==> config.mk <==
export PLATFORM = sky130hd
export DESIGN_NAME = sorted_list_insert_remove_unit
export DESIGN_NICKNAME = d
export VERILOG_FILES = /design/src/hw/rtl/sli_pkg.sv /design/src/hw/rtl/sli_mem.sv /design/src/hw/rtl/sorted_list_insert_remove_unit.sv
export SDC_FILE = /design/constraint.sdc
export NUM_CORES = 1
export LEC_CHECK = 0
export ABC_CLOCK_PERIOD_IN_PS = 7250
export BUFFER_PORTS_ARGS = -buffer_cell sky130_fd_sc_hd__buf_2
export CAP_MARGIN = 20
export CORE_MARGIN = 4
export CORE_UTILIZATION = 60
export DETAILED_ROUTE_END_ITERATION = 12
export GPL_TIMING_DRIVEN = 0
export PLACE_DENSITY = 0.81
export RECOVER_POWER = 25
export SYNTH_ARGS = -nofsm -noshare
export SYNTH_HDL_FRONTEND = slang
export SYNTH_SLANG_ARGS = --single-unit
export TNS_END_PERCENT = 5
==> constraint.sdc <==
create_clock -name clock -period 7.25 [get_ports clock]
set_input_delay 0.725 -clock clock [delete_from_list [all_inputs] [get_ports clock]]
set_output_delay 0.725 -clock clock [all_outputs]
set_load 0.01 [all_outputs]
==> src/hw/rtl/sli_pkg.sv <==
// Shared types and constants for the sorted list insert/remove unit.
// Depends on nothing; every other file of the block imports it.
package sli_pkg;

   // Default number of list entries.
   localparam int unsigned SLI_DEPTH = 16;

   // Width of the data values and of the reported count.
   localparam int unsigned SLI_VALUE_W = 32;
   localparam int unsigned SLI_COUNT_W = 5;

   // Operation codes of an input transfer.
   typedef enum logic {
      KIND_INSERT = 1'b0,
      KIND_REMOVE = 1'b1
   } kind_type;

   // Result status codes.
   typedef enum logic [1:0] {
      STATUS_DONE    = 2'd0,
      STATUS_FULL    = 2'd1,
      STATUS_EMPTY   = 2'd2,
      STATUS_MISSING = 2'd3
   } status_type;

   // Input transfer payload.
   typedef struct packed {
      kind_type                        kind;
      logic signed [SLI_VALUE_W-1:0]   value;
   } req_type;

   // Result transfer payload.
   typedef struct packed {
      status_type                status;
      logic [SLI_COUNT_W-1:0]    count;
   } rsp_type;

   // Sequencer states.
   typedef enum logic [2:0] {
      S_IDLE,
      S_INS_STEP,
      S_INS_HEAD,
      S_REM_STEP,
      S_RESP
   } state_type;

endpackage

==> src/hw/rtl/sli_mem.sv <==
// Entry storage of the sorted list: one write port, one registered read port.
// Depends on sli_pkg for the value width.
module sli_mem #(
   parameter int unsigned DEPTH = sli_pkg::SLI_DEPTH
) (
   input  logic                                   clock,
   input  logic                                   wr_en,
   input  logic [$clog2(DEPTH)-1:0]               wr_addr,
   input  logic signed [sli_pkg::SLI_VALUE_W-1:0] wr_data,
   input  logic [$clog2(DEPTH)-1:0]               rd_addr,
   output logic signed [sli_pkg::SLI_VALUE_W-1:0] rd_data
);
   import sli_pkg::*;

   logic signed [SLI_VALUE_W-1:0] mem_ff [DEPTH];
   logic signed [SLI_VALUE_W-1:0] rd_data_ff;

   // Write port.
   always_ff @(posedge clock) begin
      if (wr_en) begin
         mem_ff[wr_addr] <= wr_data;
      end
   end

   // Registered read port; returns the old contents on a same-cycle write.
   always_ff @(posedge clock) begin
      rd_data_ff <= mem_ff[rd_addr];
   end

   assign rd_data = rd_data_ff;

endmodule

==> src/hw/rtl/sorted_list_insert_remove_unit.sv <==
// Top level of the sorted list insert/remove unit: sequencer and count.
// Depends on sli_pkg for types and on sli_mem for the entry storage.
//
//  Channel   Direction  Handshake               Payload
//  req_      in         req_valid / req_stall   req_payload (kind, value)
//  rsp_      out        rsp_valid / rsp_stall   rsp_payload (status, count)
//
// One item at a time; the walk visits one entry per cycle, an insert with a signed
// compare and a remove with an equality test. The full, empty and first-insert cases
// go straight to the result state, which presents the result until it is taken.
// Reset is synchronous and empties the list; entries are not cleared. req_stall is
// high from acceptance until the result transfer ends.
module sorted_list_insert_remove_unit #(
   parameter int unsigned DEPTH = sli_pkg::SLI_DEPTH
) (
   input  logic             clock,
   input  logic             reset,
   input  logic             req_valid,
   output logic             req_stall,
   input  sli_pkg::req_type req_payload,
   output logic             rsp_valid,
   input  logic             rsp_stall,
   output sli_pkg::rsp_type rsp_payload
);
   import sli_pkg::*;

   localparam int unsigned IdxW = $clog2(DEPTH);
   localparam int unsigned CntW = $clog2(DEPTH + 1);

   state_type                     state_ff, state_in;
   logic [IdxW-1:0]               idx_ff, idx_in;
   logic [CntW-1:0]               cnt_ff, cnt_in;
   logic                          hit_ff, hit_in;
   logic signed [SLI_VALUE_W-1:0] val_ff, val_in;
   rsp_type                       rsp_ff, rsp_in;

   logic                          wr_en;
   logic [IdxW-1:0]               wr_addr;
   logic signed [SLI_VALUE_W-1:0] wr_data;
   logic signed [SLI_VALUE_W-1:0] rd_data;

   logic [CntW-1:0]               cnt_m1;
   logic [IdxW-1:0]               last_idx;
   logic                          hit_now;
   logic [CntW+SLI_COUNT_W-1:0]   cnt_wide;

   sli_mem #(
      .DEPTH(DEPTH)
   ) u_mem (
      .clock   (clock),
      .wr_en   (wr_en),
      .wr_addr (wr_addr),
      .wr_data (wr_data),
      .rd_addr (idx_in),
      .rd_data (rd_data)
   );

   assign cnt_m1   = cnt_ff - CntW'(1);
   assign last_idx = cnt_m1[IdxW-1:0];
   assign hit_now  = hit_ff | (rd_data == val_ff);
   assign cnt_wide = {{SLI_COUNT_W{1'b0}}, cnt_in};

   // Control registers.
   always_ff @(posedge clock) begin
      if (reset) begin
         state_ff <= S_IDLE;
         cnt_ff   <= '0;
         hit_ff   <= 1'b0;
      end else begin
         state_ff <= state_in;
         cnt_ff   <= cnt_in;
         hit_ff   <= hit_in;
      end
   end

   // Working and result registers.
   always_ff @(posedge clock) begin
      idx_ff <= idx_in;
      val_ff <= val_in;
      rsp_ff <= rsp_in;
   end

   // Sequencer: insert walks down from the top shifting greater entries up,
   // remove walks up from the bottom shifting entries after the match down.
   always_comb begin
      state_in = state_ff;
      idx_in   = idx_ff;
      cnt_in   = cnt_ff;
      hit_in   = hit_ff;
      val_in   = val_ff;
      rsp_in   = rsp_ff;
      wr_en    = 1'b0;
      wr_addr  = idx_ff;
      wr_data  = val_ff;

      case (state_ff)
         S_IDLE: begin
            if (req_valid) begin
               val_in = req_payload.value;
               hit_in = 1'b0;
               if (req_payload.kind == KIND_INSERT) begin
                  if (cnt_ff == CntW'(DEPTH)) begin
                     rsp_in.status = STATUS_FULL;
                     state_in      = S_RESP;
                  end else if (cnt_ff == '0) begin
                     wr_en         = 1'b1;
                     wr_addr       = '0;
                     wr_data       = req_payload.value;
                     cnt_in        = CntW'(1);
                     rsp_in.status = STATUS_DONE;
                     state_in      = S_RESP;
                  end else begin
                     idx_in   = last_idx;
                     state_in = S_INS_STEP;
                  end
               end else begin
                  if (cnt_ff == '0) begin
                     rsp_in.status = STATUS_EMPTY;
                     state_in      = S_RESP;
                  end else begin
                     idx_in   = '0;
                     state_in = S_REM_STEP;
                  end
               end
            end
         end

         S_INS_STEP: begin
            wr_en   = 1'b1;
            wr_addr = idx_ff + IdxW'(1);
            if (rd_data > val_ff) begin
               // Entry moves up one place; keep walking down.
               wr_data = rd_data;
               if (idx_ff == '0) begin
                  state_in = S_INS_HEAD;
               end else begin
                  idx_in = idx_ff - IdxW'(1);
               end
            end else begin
               wr_data       = val_ff;
               cnt_in        = cnt_ff + CntW'(1);
               rsp_in.status = STATUS_DONE;
               state_in      = S_RESP;
            end
         end

         S_INS_HEAD: begin
            wr_en         = 1'b1;
            wr_addr       = '0;
            wr_data       = val_ff;
            cnt_in        = cnt_ff + CntW'(1);
            rsp_in.status = STATUS_DONE;
            state_in      = S_RESP;
         end

         S_REM_STEP: begin
            hit_in = hit_now;
            // After the match, each entry moves down one place.
            if (hit_ff) begin
               wr_en   = 1'b1;
               wr_addr = idx_ff - IdxW'(1);
               wr_data = rd_data;
            end
            if (idx_ff == last_idx) begin
               if (hit_now) begin
                  cnt_in        = cnt_m1;
                  rsp_in.status = STATUS_DONE;
               end else begin
                  rsp_in.status = STATUS_MISSING;
               end
               state_in = S_RESP;
            end else begin
               idx_in = idx_ff + IdxW'(1);
            end
         end

         S_RESP: begin
            if (!rsp_stall) begin
               state_in = S_IDLE;
            end
         end

         default: begin
            state_in = S_IDLE;
         end
      endcase

      // Capture the count as the result is loaded.
      if (state_in == S_RESP && state_ff != S_RESP) begin
         rsp_in.count = cnt_wide[SLI_COUNT_W-1:0];
      end
   end

   assign req_stall   = (state_ff != S_IDLE);
   assign rsp_valid   = (state_ff == S_RESP);
   assign rsp_payload = rsp_ff;

endmodule
==> qor.yml <==
synthAdderAreaFrac_pct: 1.82
irDropWorstVdd_v: 0.000294
critPathBufInv: 3
fin_area_um2: 27900
clock_skew_ns: 0.0215
portBuffers: 44
cp_data_arrival_time_ns: 5.99
synth_xor_area_share_pct: 0.414
synth_mux_area_share_pct: 11.8
r2r-end: "u_mem.mem_ff[14][15]"
slew_headroom_pct: -38.8
cts-hold-fix-buffers: 0
cts.path.max_buffers: 3
required_ns: 7.46
grt_pass1_wl_um: 91800
syn_to_final_growth_pct: 12.4
worst_path_largest_cell_delay_ns: 1.41
netlist.area_leader.share_pct: 66.8
placed_cells: 2191
hold_end: "val_ff[1]"
drc_errors: 0
cp_slowest_cell: "nor2_1"
yosys-top-cells-area: "edfxtp_1 (67%), mux2i_1 (12%), dfxtp_1 (3.6%)"
power_leakage_nw: 10.6
rsz0062_at_grt: "false"
ys_ff_latch: 596
hpwlAfterDp_um: 41200
cts_resized: 0
clk_transition_reported_paths_ns: 0.06
initialDrtViolationCount: 2003
clkLatencyLatePin_ns: 0.61
vias: 15100
post-route-period-util_pct: 79.6
antenna_found_initial: 1
ys_seq_area_share_pct: 70.4
layout-drive-gt1-share_pct: 9.92
totalPowerFinal_w: 0.0133
final_common_cell: "edfxtp_1"
post_drt_wl_per_cell_um: 27.3
finalHoldViolCount: 0
hold_path.class: "input port to flop"
reg2reg_from: "cnt_ff[0]"
ff2ff_setup_slack_ns: 1.48
die_height_um: 211
hold_start: "req_payload[1]"
maxCapViolations: 15
cts_root_buf: "clkbuf_16"
syn_inst: 1598
gr-total-overflow: 0
path_delay_family: "simple AND/OR/NAND/NOR gates"
cts_setup_buffers: 0
fin_crit_ns: 5.77
startpoint_type: "flop"
cts_max_level: 2
avgSynthCellArea_um2: 15.5
dpl-instance-area_um2: 26100
drtAntennaViolNets: 0
grt_max_degree: 33
worstMarginPinSlew_ns: 2.07
r2r_cells: 12
synth_flop_cell: "edfxtp_1"
setup_tns_ns: 0
track_usage_pct: 27.7
finalSetupViolations: 0
cts_buffers: 57
synth-simple-area-share_pct: 4.38
initial_core_util_pct: 60.7
timing.fmax_mhz: 173
synth_top_family_by_area: "multiplexers"
status: "finished with violations"
powerDensity_nw_per_um2: 478
end_kind: "flop"
fin_cells: 2297
via_per_inst: 6.59
violations: "capacitance limit, slew limit"
synth_compound_area_share_pct: 8.41
synth_area_um2: 24800
die_area_um2: 44600
synth-edff-count: 551
first_pass_iters: 6
critPathMaxFanout: 18
io-pin-count: 46
cts_tree: "done"
synth_nets: 1671
cp_cell_sequence: "clkbuf_1, inv_1, ha_1, or3b_2, nor2_1, nand3b_1, a21o_1, nand2_1, o21ai_0, nand2b_1, nor2_1, clkbuf_1"
fin_nets: 1791
synth_warnings: 0
final_core_util_pct: 68.2
diodes: 0
finalMaxSlewViolations: 251
gp_congestion: 0.905
yosysTopAreaCell: "edfxtp_1"
ys_types: 67
synth-async-reset-ratio_pct: 0
die_w_um: 211
nFillCells: 2630
core_area_um2: 40800
clock_sink_count: 596
first_global_vias: 14900
whs_path_depth: 1
path_class: "flop to flop"
fp-row-count: 74
mostFrequentLayoutCells: "edfxtp_1 (551), mux2i_1 (291), o22ai_1 (128), clkbuf_1 (85)"
routed_wl_um: 62800
==> state kept, by name (all words and copies together), names as in the netlist <==
name,cells
hit_ff,1
rsp_payload,7
u_mem.mem_ff,512
idx_ff,4
u_mem.rd_data,32
cnt_ff,5
state_ff,3
val_ff,32
==> Yosys cell counts (3+ instances only) <==
master,instances
a211oi_1,6
mux2i_1,291
o211ai_1,5
o21ai_1,3
buf_4,10
nor2b_1,6
dfxtp_1,45
clkbuf_1,37
a221o_1,34
buf_2,31
or3_1,6
o21ai_0,60
a31oi_1,4
o22ai_1,128
nand3_1,17
or2_2,3
edfxtp_1,551
buf_6,11
nor4_1,5
o21a_1,4
nand2_1,60
a221oi_1,5
o31ai_1,3
nor2_1,44
a21o_1,8
nand4_1,9
or4_1,32
ha_1,36
a21oi_1,35
nor3_1,14
xnor2_1,7
inv_1,48
==> cell families (layout without fill, tap and decap cells) <==
group / Yosys count / count (layout)
adders and majority gates: 36 / 36
muxes: 291 / 291
xor gates and xnor gates: 10 / 10
and+or+nand+nor: 210 / 210
buffers and inverters: 141 / 308
AOI/OAI and AO/OA: 314 / 314
DFF: 596 / 596
==> power breakdown <==
| group | switching (W) | total [W] | internal (W) |
|---|---|---|---|
| Sequential | 0.000195 | 0.00500 | 0.00481 |
| Clock | 0.00126 | 0.00305 | 0.00178 |
| Combinational | 0.00338 | 0.00526 | 0.00188 |
==> layer usage <==
metal  routed length [µm]  track usage [%]  part of all wire [%]  vias to the layer above
met5                   13                0                 0.021                        -
met2                29800             45.0                    47                      900
met1                24200             37.9                    39                     7494
li1                     -                -                     -                     6568
met3                 5960             4.75                   9.5                      162
met4                 2740             11.2                   4.4                        2
==> worst max path at each step <==
stage	start	to	slack [ns]	cells past startpoint
2_1_floorplan	cnt_ff[0]	u_mem.mem_ff[8][0]	3.09	11
3_3_place_gp	cnt_ff[0]	u_mem.mem_ff[12][17]	1.04	11
3_5_place_dp	val_ff[14]	u_mem.rd_data[18]	2.35	14
4_1_cts	val_ff[14]	u_mem.rd_data[19]	2.30	14
5_1_grt	cnt_ff[0]	u_mem.mem_ff[14][12]	1.23	12
6_report	cnt_ff[0]	u_mem.mem_ff[14][15]	1.48	12
==> metrics by stage <==
step / hold WS (ns) / setup WS (ns)
floorplan: 0.563 / 3.09
global placement: 0.604 / 1.04
detailed placement: 0.603 / 2.35
CTS: 0.299 / 2.30
global route: 0.309 / 1.23
finish: 0.312 / 1.48
==> cell type report <==
cell class                      instances  area, µm²  area share [%]
Buffer                                 91        500            1.80
Tap cell                              532        666            2.39
Sequential cell                       596      17400            62.6
Clock inverter                         43        464            1.67
Timing Repair Buffer                   61        470            1.69
Clock buffer                           63       1470            5.28
Multi-Input combinational cell        861       6650            23.9
Inverter                               50        190           0.683
(Power assumes the default switching activity.)
